`src/hw/rtl/sgp_pkg.sv`:
```
// Shared types and constants for the SOCKS5 greeting/request parser.
package sgp_pkg;

  // Protocol constants
  localparam logic [7:0] SOCKS_VER     = 8'h05;
  localparam logic [7:0] CMD_CONNECT   = 8'h01;
  localparam logic [7:0] ATYP_IPV4     = 8'h01;
  localparam logic [7:0] ATYP_DOMAIN   = 8'h03;
  localparam logic [7:0] METHOD_NONE   = 8'h00;
  localparam logic [7:0] METHOD_REFUSE = 8'hFF;
  localparam logic [9:0] IPV4_REQ_LEN  = 10'd10;

  // Input beat kinds
  localparam logic KIND_BYTE    = 1'b0;
  localparam logic KIND_RESTART = 1'b1;

  // Verdict codes
  localparam logic [1:0] VD_OK       = 2'd0;
  localparam logic [1:0] VD_MALFORM  = 2'd1;
  localparam logic [1:0] VD_BAD_LEN  = 2'd2;
  localparam logic [1:0] VD_BAD_ATYP = 2'd3;

  typedef enum logic [1:0] {
    RK_GREET   = 2'd0,
    RK_VERDICT = 2'd1,
    RK_NAME    = 2'd2
  } rkind_e;

  // Session phase, one-hot
  typedef enum logic [2:0] {
    PH_GREET = 3'b001,
    PH_REQ   = 3'b010,
    PH_DONE  = 3'b100
  } phase_e;

  typedef struct packed {
    logic       kind;
    logic [7:0] data_byte;
    logic       last_byte;
  } item_t;

  typedef struct packed {
    rkind_e      result_kind;
    logic [7:0]  reply_method;
    logic [1:0]  verdict;
    logic [7:0]  address_kind;
    logic [31:0] ipv4_addr;
    logic [15:0] dest_port;
    logic [7:0]  name_len;
    logic [7:0]  name_byte;
    logic        session_closed;
  } result_t;

endpackage

```
`src/hw/rtl/sgp_in_reg.sv`:
```
// Input register stage: captures one byte beat and holds it until the core consumes it.
module sgp_in_reg (
  input  logic          clk_i,
  input  logic          rst_ni,
  input  logic          in_valid_i,
  output logic          in_ready_o,
  input  sgp_pkg::item_t item_i,
  input  logic          take_i,
  output logic          valid_o,
  output sgp_pkg::item_t item_o
);

  logic           valid_q;
  sgp_pkg::item_t item_q;

  assign in_ready_o = !valid_q || take_i;
  assign valid_o    = valid_q;
  assign item_o     = item_q;

  // Valid flag
  always_ff @(posedge clk_i or negedge rst_ni) begin
    if (!rst_ni) begin
      valid_q <= 1'b0;
    end else if (in_valid_i && in_ready_o) begin
      valid_q <= 1'b1;
    end else if (take_i) begin
      valid_q <= 1'b0;
    end
  end

  // Payload, no reset needed
  always_ff @(posedge clk_i) begin
    if (in_valid_i && in_ready_o) begin
      item_q <= item_i;
    end
  end

endmodule

```
`src/hw/rtl/sgp_core.sv`:
```
// Parser core: session state and the single-pass decode of one byte beat.
module sgp_core (
  input  logic             clk_i,
  input  logic             rst_ni,
  input  logic             step_i,
  input  sgp_pkg::item_t   item_i,
  output logic             res_valid_o,
  output sgp_pkg::result_t res_o
);

  sgp_pkg::phase_e phase_q, phase_d;
  logic [8:0]  idx_q, idx_d;
  logic [7:0]  mcount_q, mcount_d;
  logic        noauth_q, noauth_d;
  logic        hbad_q, hbad_d;
  logic [7:0]  atyp_q, atyp_d;
  logic [7:0]  dlen_q, dlen_d;
  logic [31:0] addr_q, addr_d;
  logic [15:0] port_q, port_d;

  logic [7:0]  b;
  logic [8:0]  idx_inc;
  logic [9:0]  len;
  logic [9:0]  port_start;
  logic        addr_known;
  logic        name_pos;
  logic        bad;
  logic        hit;
  logic [1:0]  vd;
  logic [7:0]  meth;

  assign b       = item_i.data_byte;
  assign idx_inc = (idx_q == 9'd511) ? idx_q : idx_q + 9'd1;
  assign len     = {1'b0, idx_q} + 10'd1;
  assign port_start = (atyp_q == sgp_pkg::ATYP_IPV4) ? 10'd8 : 10'd5 + {2'b00, dlen_q};
  assign addr_known = (idx_q > 9'd3) &&
                      ((atyp_q == sgp_pkg::ATYP_IPV4) || (atyp_q == sgp_pkg::ATYP_DOMAIN));

  // Next state and result for the current beat
  always_comb begin
    phase_d  = phase_q;
    idx_d    = idx_q;
    mcount_d = mcount_q;
    noauth_d = noauth_q;
    hbad_d   = hbad_q;
    atyp_d   = atyp_q;
    dlen_d   = dlen_q;
    addr_d   = addr_q;
    port_d   = port_q;
    name_pos = 1'b0;
    bad      = 1'b0;
    hit      = 1'b0;
    vd       = sgp_pkg::VD_OK;
    meth     = sgp_pkg::METHOD_REFUSE;
    res_o    = '0;

    if (item_i.kind == sgp_pkg::KIND_RESTART) begin
      phase_d  = sgp_pkg::PH_GREET;
      idx_d    = '0;
      mcount_d = '0;
      noauth_d = 1'b0;
      hbad_d   = 1'b0;
      atyp_d   = '0;
      dlen_d   = '0;
      addr_d   = '0;
      port_d   = '0;
    end else if (phase_q == sgp_pkg::PH_GREET) begin
      // Greeting: version, method count, method list
      if (idx_q == 9'd0) begin
        if (b != sgp_pkg::SOCKS_VER) hbad_d = 1'b1;
      end else if (idx_q == 9'd1) begin
        mcount_d = b;
      end else if (((idx_q - 9'd2) < {1'b0, mcount_q}) && (b == sgp_pkg::METHOD_NONE)) begin
        noauth_d = 1'b1;
      end
      if (!item_i.last_byte) begin
        idx_d = idx_inc;
      end else begin
        bad  = hbad_d || (idx_q < 9'd2);
        meth = (!bad && noauth_d) ? sgp_pkg::METHOD_NONE : sgp_pkg::METHOD_REFUSE;
        hit  = 1'b1;
        res_o.result_kind    = sgp_pkg::RK_GREET;
        res_o.reply_method   = meth;
        res_o.verdict        = bad ? sgp_pkg::VD_MALFORM : sgp_pkg::VD_OK;
        res_o.session_closed = (meth == sgp_pkg::METHOD_REFUSE);
        phase_d  = (meth == sgp_pkg::METHOD_REFUSE) ? sgp_pkg::PH_DONE : sgp_pkg::PH_REQ;
        idx_d    = '0;
        mcount_d = '0;
        noauth_d = 1'b0;
        hbad_d   = 1'b0;
        atyp_d   = '0;
        dlen_d   = '0;
        addr_d   = '0;
        port_d   = '0;
      end
    end else if (phase_q == sgp_pkg::PH_REQ) begin
      // Request header and address fields
      if (idx_q == 9'd0) begin
        if (b != sgp_pkg::SOCKS_VER) hbad_d = 1'b1;
      end else if (idx_q == 9'd1) begin
        if (b != sgp_pkg::CMD_CONNECT) hbad_d = 1'b1;
      end else if (idx_q == 9'd3) begin
        atyp_d = b;
      end else if (addr_known) begin
        if ((atyp_q == sgp_pkg::ATYP_IPV4) && (idx_q <= 9'd7)) begin
          addr_d = {addr_q[23:0], b};
        end else if ((atyp_q == sgp_pkg::ATYP_DOMAIN) && (idx_q == 9'd4)) begin
          dlen_d = b;
        end else if ((atyp_q == sgp_pkg::ATYP_DOMAIN) && ({1'b0, idx_q} < port_start)) begin
          name_pos = 1'b1;
        end else if (({1'b0, idx_q} == port_start) ||
                     ({1'b0, idx_q} == port_start + 10'd1)) begin
          port_d = {port_q[7:0], b};
        end
      end
      if (!item_i.last_byte) begin
        idx_d = idx_inc;
        if (name_pos && !hbad_d) begin
          hit = 1'b1;
          res_o.result_kind  = sgp_pkg::RK_NAME;
          res_o.address_kind = sgp_pkg::ATYP_DOMAIN;
          res_o.name_len     = dlen_q;
          res_o.name_byte    = b;
        end
      end else begin
        if (hbad_d || (len < 10'd5)) begin
          vd = sgp_pkg::VD_MALFORM;
        end else if (atyp_d == sgp_pkg::ATYP_IPV4) begin
          vd = (len != sgp_pkg::IPV4_REQ_LEN) ? sgp_pkg::VD_BAD_LEN : sgp_pkg::VD_OK;
        end else if (atyp_d == sgp_pkg::ATYP_DOMAIN) begin
          vd = (len != 10'd7 + {2'b00, dlen_d}) ? sgp_pkg::VD_BAD_LEN : sgp_pkg::VD_OK;
        end else begin
          vd = sgp_pkg::VD_BAD_ATYP;
        end
        hit = 1'b1;
        res_o.result_kind  = sgp_pkg::RK_VERDICT;
        res_o.verdict      = vd;
        res_o.address_kind = atyp_d;
        if (vd == sgp_pkg::VD_OK) begin
          if (atyp_d == sgp_pkg::ATYP_IPV4) begin
            res_o.ipv4_addr = addr_d;
          end else begin
            res_o.name_len = dlen_d;
          end
          res_o.dest_port = port_d;
        end
        res_o.session_closed = (vd != sgp_pkg::VD_OK);
        phase_d  = sgp_pkg::PH_DONE;
        idx_d    = '0;
        mcount_d = '0;
        noauth_d = 1'b0;
        hbad_d   = 1'b0;
        atyp_d   = '0;
        dlen_d   = '0;
        addr_d   = '0;
        port_d   = '0;
      end
    end
    // finished session: bytes ignored until restart
  end

  assign res_valid_o = step_i && hit;

  // Session state registers
  always_ff @(posedge clk_i or negedge rst_ni) begin
    if (!rst_ni) begin
      phase_q  <= sgp_pkg::PH_GREET;
      idx_q    <= '0;
      mcount_q <= '0;
      noauth_q <= 1'b0;
      hbad_q   <= 1'b0;
      atyp_q   <= '0;
      dlen_q   <= '0;
      addr_q   <= '0;
      port_q   <= '0;
    end else if (step_i) begin
      phase_q  <= phase_d;
      idx_q    <= idx_d;
      mcount_q <= mcount_d;
      noauth_q <= noauth_d;
      hbad_q   <= hbad_d;
      atyp_q   <= atyp_d;
      dlen_q   <= dlen_d;
      addr_q   <= addr_d;
      port_q   <= port_d;
    end
  end

  // Checks
  a_phase_onehot: assert property (@(posedge clk_i) disable iff (!rst_ni)
    $onehot(phase_q)) else $error("phase register not one-hot");

  a_done_silent: assert property (@(posedge clk_i) disable iff (!rst_ni)
    (phase_q == sgp_pkg::PH_DONE) |-> !res_valid_o)
    else $error("result produced in finished session");

  a_verdict_ends: assert property (@(posedge clk_i) disable iff (!rst_ni)
    (res_valid_o && (res_o.result_kind == sgp_pkg::RK_VERDICT)) |=>
    (phase_q == sgp_pkg::PH_DONE && idx_q == 9'd0))
    else $error("verdict did not finish the session");

  a_name_open: assert property (@(posedge clk_i) disable iff (!rst_ni)
    (res_valid_o && (res_o.result_kind == sgp_pkg::RK_NAME)) |->
    (!res_o.session_closed && phase_q == sgp_pkg::PH_REQ))
    else $error("name byte outside open request");

endmodule

```
`src/hw/rtl/sgp_out_reg.sv`:
```
// Result register: holds one result beat until the consumer takes it.
module sgp_out_reg (
  input  logic             clk_i,
  input  logic             rst_ni,
  input  logic             load_i,
  input  logic             res_valid_i,
  input  sgp_pkg::result_t res_i,
  output logic             free_o,
  output logic             out_valid_o,
  input  logic             out_ready_i,
  output sgp_pkg::result_t res_o
);

  logic             valid_q;
  sgp_pkg::result_t res_q;

  assign free_o      = !valid_q || out_ready_i;
  assign out_valid_o = valid_q;
  assign res_o       = res_q;

  // Valid flag
  always_ff @(posedge clk_i or negedge rst_ni) begin
    if (!rst_ni) begin
      valid_q <= 1'b0;
    end else if (load_i) begin
      valid_q <= res_valid_i;
    end else if (out_ready_i) begin
      valid_q <= 1'b0;
    end
  end

  // Payload
  always_ff @(posedge clk_i) begin
    if (load_i && res_valid_i) begin
      res_q <= res_i;
    end
  end

endmodule

```
`src/hw/rtl/socks5_greeting_request_parser.sv`:
```
// SOCKS5 greeting/request parser top level.
// A byte beat is held in the input register until the result register is free; then
//   its result is registered there. Beats with no result leave nothing.
// Throughput: one byte beat per cycle while the result register is free.
// Reset: rst_ni clears the session to awaiting greeting and empties both registers.
module socks5_greeting_request_parser (
  input  logic        clk_i,
  input  logic        rst_ni,
  input  logic        in_valid_i,
  output logic        in_ready_o,
  input  logic        kind_i,
  input  logic [7:0]  data_byte_i,
  input  logic        last_byte_i,
  output logic        out_valid_o,
  input  logic        out_ready_i,
  output logic [1:0]  result_kind_o,
  output logic [7:0]  reply_method_o,
  output logic [1:0]  verdict_o,
  output logic [7:0]  address_kind_o,
  output logic [31:0] ipv4_addr_o,
  output logic [15:0] dest_port_o,
  output logic [7:0]  name_len_o,
  output logic [7:0]  name_byte_o,
  output logic        session_closed_o
);

  sgp_pkg::item_t   in_item;
  sgp_pkg::item_t   item_q;
  logic             item_valid;
  logic             out_free;
  logic             step;
  logic             res_valid;
  sgp_pkg::result_t res;
  sgp_pkg::result_t res_q;

  assign in_item.kind      = kind_i;
  assign in_item.data_byte = data_byte_i;
  assign in_item.last_byte = last_byte_i;

  // Core advances when a beat is held and the result slot can take it
  assign step = item_valid && out_free;

  sgp_in_reg u_in (
    .clk_i      (clk_i),
    .rst_ni     (rst_ni),
    .in_valid_i (in_valid_i),
    .in_ready_o (in_ready_o),
    .item_i     (in_item),
    .take_i     (step),
    .valid_o    (item_valid),
    .item_o     (item_q)
  );

  sgp_core u_core (
    .clk_i       (clk_i),
    .rst_ni      (rst_ni),
    .step_i      (step),
    .item_i      (item_q),
    .res_valid_o (res_valid),
    .res_o       (res)
  );

  sgp_out_reg u_out (
    .clk_i       (clk_i),
    .rst_ni      (rst_ni),
    .load_i      (step),
    .res_valid_i (res_valid),
    .res_i       (res),
    .free_o      (out_free),
    .out_valid_o (out_valid_o),
    .out_ready_i (out_ready_i),
    .res_o       (res_q)
  );

  assign result_kind_o    = res_q.result_kind;
  assign reply_method_o   = res_q.reply_method;
  assign verdict_o        = res_q.verdict;
  assign address_kind_o   = res_q.address_kind;
  assign ipv4_addr_o      = res_q.ipv4_addr;
  assign dest_port_o      = res_q.dest_port;
  assign name_len_o       = res_q.name_len;
  assign name_byte_o      = res_q.name_byte;
  assign session_closed_o = res_q.session_closed;

endmodule

```
`config.mk`:
```
export PLATFORM = sky130hd
export DESIGN_NAME = socks5_greeting_request_parser
export DESIGN_NICKNAME = d
export VERILOG_FILES = /design/src/hw/rtl/sgp_pkg.sv /design/src/hw/rtl/sgp_in_reg.sv /design/src/hw/rtl/sgp_core.sv /design/src/hw/rtl/sgp_out_reg.sv /design/src/hw/rtl/socks5_greeting_request_parser.sv
export SDC_FILE = /design/constraint.sdc
export NUM_CORES = 1
export LEC_CHECK = 0
export ABC_AREA = 1
export BUFFER_PORTS_ARGS = -buffer_cell sky130_fd_sc_hd__buf_4
export CORE_ASPECT_RATIO = 0.75
export CORE_MARGIN = 10
export CORE_UTILIZATION = 60
export CTS_CLUSTER_DIAMETER = 30
export DETAILED_ROUTE_END_ITERATION = 8
export PLACE_DENSITY = 0.86
export SETUP_SLACK_MARGIN = 0.02
export SYNTH_ARGS = -nofsm -noshare
export SYNTH_HDL_FRONTEND = slang
export SYNTH_SLANG_ARGS = --single-unit
```
`constraint.sdc`:
```
create_clock -name clk_i -period 6.8 [get_ports clk_i]
set_input_delay 1.02 -clock clk_i [delete_from_list [all_inputs] [get_ports clk_i]]
set_output_delay 1.02 -clock clk_i [all_outputs]
set_load 0.05 [all_outputs]
```
# Word level (Yosys, flattened, before mapping)
# Index checks and enable logic that the tools add are counted.
# classes
n_bitwise	6
order_cmp	6
muxes	141
n_eq_ne	20
addsub	6
n_reduce_logical	40
# ops
op	count
32-bit 2-to-1 mux	11
8-bit 2-to-1 mux	35
16-bit 2-to-1 mux	14
75-bit 2-to-1 mux	1
56-bit 2-to-1 mux	1
1-bit 2-to-1 mux	49
48-bit 2-to-1 mux	1
9-bit 2-to-1 mux	5
2-bit 2-to-1 mux	17
9-bit by 10-bit == test with 1-bit output	2
3-bit by 8-bit adder with 9-bit output, first input constant	2
3-bit 2-to-1 mux	6
8-bit by 1-bit == test with 1-bit output, second input constant	2
8-bit by 2-bit == test with 1-bit output, second input constant	2
1-bit logical AND	11
10-bit by 1-bit adder with 10-bit output, second input constant	1
9-bit by 1-bit adder with 10-bit output, second input constant	1
10-bit by 3-bit less-than comparator with 1-bit output, second input constant	1
9-bit by 10-bit less-than comparator with 1-bit output	1
10-bit 2-to-1 mux	1
10-bit inequality test	1
10-bit by 4-bit inequality test with 1-bit output, second input constant	1
5-bit OR reduction	2
9-bit by 1-bit adder with 9-bit output, second input constant	1
29 further kinds	50
# word_totals
inputBits	14
register_bits	183
elab_cells	242
output_inout_bits	87

# Logic depth before layout (Yosys ltp)
# depth
ltp_word	26
mapped_depth	24
depth_no_buf	22

# Modules after synthesis
# Synthesis repeated with hierarchy kept, for this count alone.
# hier_totals
cells_unflattened	1172
area_unflattened_um2	9913.3
# modules_own_cells
mod	seq_area_each_um2	n_inst	area_per_inst_um2	cells_each
sgp_core	2153.3	1	6956.7	1061
sgp_out_reg	2577.5	1	2603.7	93
sgp_in_reg	325.3	1	345.3	16
socks5_greeting_request_parser	0.0	1	7.5	2

# Worst setup path before layout
# No wires, ideal clock.
# synth_timing
kind	register to register
from	reg u_core.dlen_q[0]
to	reg, netlist name u_out.res_o[0]
stages_incl_launch_ff	18
synth_period_minus_slack_ns	6.153
slack_ns	0.647
t_arrival_ns	5.639
t_required_ns	6.285
n_path_buf	0
setup_ns	0.515
path_cell_list	dfrtp_1 ha_1 o21ai_0 nor2_1 nand2_1 nor2_1 nor2_1 inv_1 ha_1 nand3_1 nor3_1 o21ai_0 nand3_1 nor3_1 nand2_1 a21oi_1 o21ai_0 nor2_1
# synth_via
elab_chain_len	22
# synth_rtl
item	line	text
start, declared	sgp_core.sv:17	logic [7:0] dlen_q, dlen_d;
start signal, assigned	sgp_core.sv:183	dlen_q <= dlen_d;
3-bit by 8-bit adder with 9-bit output	sgp_core.sv:35	assign port_start = (atyp_q == sgp_pkg::ATYP_IPV4) ? 10'd8 : 10'd5 + {2'b00, dlen_q};
10-bit 2-to-1 mux	sgp_core.sv:35	
9-bit by 10-bit less-than comparator with 1-bit output	sgp_core.sv:109	end else if ((atyp_q == sgp_pkg::ATYP_DOMAIN) && ({1'b0, idx_q} < port_start)) begin
1-bit logical AND	sgp_core.sv:109	
1-bit 2-to-1 mux	sgp_core.sv:109	
1-bit 2-to-1 mux	sgp_core.sv:107	end else if ((atyp_q == sgp_pkg::ATYP_DOMAIN) && (idx_q == 9'd4)) begin
1-bit 2-to-1 mux	sgp_core.sv:105	if ((atyp_q == sgp_pkg::ATYP_IPV4) && (idx_q <= 9'd7)) begin
1-bit 2-to-1 mux	sgp_core.sv:104	end else if (addr_known) begin
[6 not listed]	--	
1-bit logical AND	sgp_core.sv:118	if (name_pos && !hbad_d) begin
1-bit 2-to-1 mux	sgp_core.sv:118	
1-bit 2-to-1 mux	sgp_core.sv:116	if (!item_i.last_byte) begin
1-bit 2-to-1 mux	sgp_core.sv:96	end else if (phase_q == sgp_pkg::PH_REQ) begin
1-bit 2-to-1 mux	sgp_core.sv:67	end else if (phase_q == sgp_pkg::PH_GREET) begin
1-bit 2-to-1 mux	sgp_core.sv:57	if (item_i.kind == sgp_pkg::KIND_RESTART) begin
1-bit logical AND	sgp_core.sv:162	assign res_valid_o = step_i && hit;
1-bit logical AND	sgp_out_reg.sv:34	if (load_i && res_valid_i) begin
# Every way passes these cells. The select of a mux whose other input is x is not followed.
# A chain may end at the register's enable or synchronous reset.

# Final worst setup path
# layout_timing
from	reg u_core.atyp_q[6]
to	reg, netlist name u_out.res_o[31]
# layout_via
elab_chain_len	22
elab_cells_between_ends	27
classes_between	order compare (1); eq/ne (2); mux (16); reduce/logical (8)
# layout_rtl
item	line	text
start, declared	sgp_core.sv:16	logic [7:0] atyp_q, atyp_d;
start signal, assigned	sgp_core.sv:182	atyp_q <= atyp_d;
8-bit by 1-bit == test with 1-bit output	sgp_core.sv:35, sgp_core.sv:37, sgp_core.sv:105	
10-bit 2-to-1 mux	sgp_core.sv:35	
9-bit by 10-bit less-than comparator with 1-bit output	sgp_core.sv:109	
1-bit logical AND	sgp_core.sv:109	
1-bit 2-to-1 mux	sgp_core.sv:109	
1-bit 2-to-1 mux	sgp_core.sv:107	
1-bit 2-to-1 mux	sgp_core.sv:105	
1-bit 2-to-1 mux *	sgp_core.sv:104	
[6 not listed]	--	
1-bit logical AND *	sgp_core.sv:118	
1-bit 2-to-1 mux *	sgp_core.sv:118	
1-bit 2-to-1 mux *	sgp_core.sv:116	
1-bit 2-to-1 mux *	sgp_core.sv:96	
1-bit 2-to-1 mux *	sgp_core.sv:67	
1-bit 2-to-1 mux *	sgp_core.sv:57	
1-bit logical AND *	sgp_core.sv:162	
1-bit logical AND *	sgp_out_reg.sv:34	
# Every way passes the cells marked *; elsewhere a longest branch is shown, timed or not. The select of a mux whose other input is x is not followed.

==> flow_metrics.py <==
metrics = {
    "outcome": {
        "outcome": "complete, no violations",
    },
    "route": {
        "drt_pass1_iterations": 7,
        "wl_met3_um": 3159,
        "drcViolationCount": 0,
        "wire_per_inst_um": 18.24,
        "wl_met2_um": 11310,
        "vias_per_cell": 5.890,
        "antenna_left": 0,
        "num_vias": 8393,
        "drt_wl_total_um": 25990,
        "wl_met1_um": 10810,
        "drtIter0Drc": 1078,
        "highest_layer": "met4",
    },
    "logic_synthesis": {
        "yosysTopAreaCell": "edfxtp_1",
        "synth_async_sr_flop_share_pct": 50.00,
        "synth_most_common_cell": "nand2_1",
        "synthCells": 1124,
        "synth_top_area_share_pct": 27.55,
        "yosysSeqAreaShare_pct": 50.52,
        "syn_area_um2": 9592,
        "synth_edf_count": 88,
        "ys_warn_count": 0,
        "synth_common_cells": "nand2_1 (279), inv_1 (148), nor2_1 (91)",
        "synth.avg_cell_area_um2": 8.534,
        "synth_cell_types": 44,
        "synth_seq_cells": 176,
        "ys.flop_type": "edfxtp_1",
        "synth_fp_nets": 1165,
        "synth_area_leaders": "edfxtp_1 (28%), dfrtp_1 (23%), nand2_1 (11%), inv_1 (5.8%), nand3_1 (4.5%)",
    },
    "critical_path": {
        "r2r_start": "u_core.atyp_q[6]",
        "critPathSlowestCell": "nor2_4",
        "cp-start-kind": "flip-flop",
        "crit_path_frequent_cell": "inv_1",
        "crit_type": "flip-flop to flip-flop",
        "critPathMaxFanout": 37,
        "end_kind": "flip-flop",
        "crit_buf_inv": 5,
        "ff2ff_path_depth": 18,
        "r2r-end": "u_out.res_o[31]",
        "path_cells": "nor2_1 -> nand2_1 -> inv_1 -> nand3_1 -> inv_1 -> nor2_1 -> inv_1 -> ha_1 -> inv_1 -> nor2_1 -> o21ai_0 -> nand3_1 -> nor3_1 -> nand2_1 -> a21oi_1 -> o21ai_0 -> nor2_4 -> buf_4",
        "crit_family": "simple AND/OR/NAND/NOR gates",
        "r2r_slack_ns": 2.00,
        "critPathMaxStageDelay_ns": 0.86,
        "critPathArrivalTime_ns": 4.89,
        "worst_ep_required_time_ns": 6.89,
    },
    "cells_and_area": {
        "drive_above_1_share_pct": 17.62,
        "final_core_util_pct": 71.07,
        "antennaDiodeCount": 0,
        "fin_cells": 1425,
        "final_nets": 1248,
        "syn_to_final_growth_pct": 14.61,
        "fillers": 1125,
        "fin_area_um2": 10990,
    },
    "sta": {
        "worstMarginPinSlew_ns": 1.101,
        "clock.fmax_mhz": 208.4,
        "maxSlewViolCount": 0,
        "holdWs_ns": 0.4660,
        "hold_viol": 0,
        "fin_crit_ns": 4.799,
        "fin_skew_ns": 0.007470,
        "slew_headroom_pct": 26.41,
        "post-route-period-util_pct": 70.57,
        "fin_setup_tns_ns": 0,
        "finalSetupViolCount": 0,
        "rsz0062_at_grt": "false",
    },
    "power": {
        "peakVddDrop_mv": 0.2022,
        "p_leak_nw": 5.097,
        "p_per_area_nw_per_um2": 247.0,
    },
    "floorplan": {
        "rows": 39,
        "coreArea_um2": 15470,
        "initial_core_util_pct": 62.01,
        "die_area_um2": 21500,
        "die_x_um": 166.0,
        "io_pins": 101,
        "die_h_um": 129.5,
    },
    "cts": {
        "clkSinkCount": 176,
        "clockBufferDepth": 2,
        "htree_levels": 4,
        "clk_latency_ns": 0.44,
        "cts_tree": "built",
        "numCtsBuffers": 17,
        "cts_root_buffer": "clkbuf_16",
        "post_cts_buffers": 0,
        "cts-resized-gates": 0,
        "path_clk_slew_ns": 0.07,
        "hold_buffers": 0,
    },
    "grt": {
        "antenna_found_initial": 0,
        "grt_first_pass_wirelength_um": 41860,
        "grt_max_degree": 68,
        "first_global_vias": 7981,
        "grt_overflow_total": 0,
        "grt_usage_pct": 23.88,
    },
    "min_path": {
        "min_path_type": "primary input to async pin",
    },
    "placed_design": {
        "numPortBuffers": 100,
        "dp_hpwl_um": 18190,
        "dpl_cell_area_um2": 10400,
        "routabilityCongestion": 0.9905,
        "placed_cells": 1393,
    },
    "flow_run": {
        "cap_violations": 0,
    },
}
sequential cells by signal, indices dropped and copies added (netlist names):
register	flops
u_out.res_o	78
u_core.addr_q	32
u_core.port_q	16
u_in.item_o	10
u_core.idx_q	9
u_core.atyp_q	8
u_core.dlen_q	8
u_core.mcount_q	8
u_core.phase_q	3
u_core.hbad_q	1
u_core.noauth_q	1
u_in.valid_o	1
u_out.out_valid_o	1
worst max path at each step:
stage | from | to | depth (start not counted)
after CTS | u_core.dlen_q[0] | u_out.res_o[31] | 18
after floorplan | u_core.dlen_q[0] | u_out.res_o[0] | 17
after global routing | u_core.atyp_q[5] | u_out.res_o[2] | 18
final | u_core.atyp_q[6] | u_out.res_o[31] | 18
after detailed placement | u_core.dlen_q[0] | u_out.res_o[30] | 18
after global placement | u_core.dlen_q[0] | u_out.res_o[27] | 18
layout by cell type, fill, tap and decap left out, drive strengths merged:
| cell | count |
|---|---|
| nor2 | 134 |
| a21oi | 14 |
| or4 | 1 |
| a22o | 1 |
| inv | 161 |
| dfstp | 1 |
| nor3 | 9 |
| nor4b | 1 |
| mux2i | 1 |
| or2 | 2 |
| nand3 | 96 |
| o22ai | 49 |
| xor2 | 11 |
| nand2 | 288 |
| a21o | 1 |
| or3 | 1 |
| nand3b | 5 |
| nor4 | 1 |
| xnor2 | 1 |
| o32ai | 1 |
| clkinvlp | 3 |
| edfxtp | 88 |
| o21ai | 75 |
| nand4 | 27 |
| clkinv | 6 |
| ha | 27 |
| buf | 107 |
| dfrtp | 87 |
| clkbuf | 19 |
| a31oi | 2 |
per-stage QoR:
step / power, mW / setup WS (ns)
6_report: 2.715 / 2.001
5_1_grt: 2.806 / 1.641
4_1_cts: 2.706 / 2.128
3_5_place_dp: 1.747 / 2.155
3_3_place_gp: 1.739 / 2.267
2_1_floorplan: 1.594 / 0.6466
cell families after synthesis:
family / count (synthesis) / share of synthesized area, %
DFF: 176 / 50.52
adders and majority gates: 27 / 3.522
buffers and inverters: 200 / 9.001
and+or+nand+nor: 565 / 27.49
xor gates and xnor gates: 12 / 1.096
AOI/OAI and AO/OA: 143 / 8.270
muxes: 1 / 0.1044
layout make-up:
type	instances	area (µm²)	share of cell area, %
Clock buffer	19	454.2	4.132
Clock inverter	13	140.1	1.275
Inverter	157	591.8	5.384
Multi-Input combinational cell	748	3901	35.49
Sequential cell	176	4846	44.08
Tap cell	205	256.5	2.333
Timing Repair Buffer	107	803.3	7.307
routing by layer:
metal  up-vias  track usage [%]
li1       3872                -
met1      3921            32.13
met2       515            36.51
met3        85            7.281
met4         0            7.640
met5         -                0
report_power, final:
| part | internal, mW | switching, mW | total (mW) |
|---|---|---|---|
| clock network | 0.511 | 0.469 | 0.980 |
| registers | 1.18 | 0.0401 | 1.22 |
| logic | 0.137 | 0.377 | 0.514 |
(Power assumes the default switching activity.)
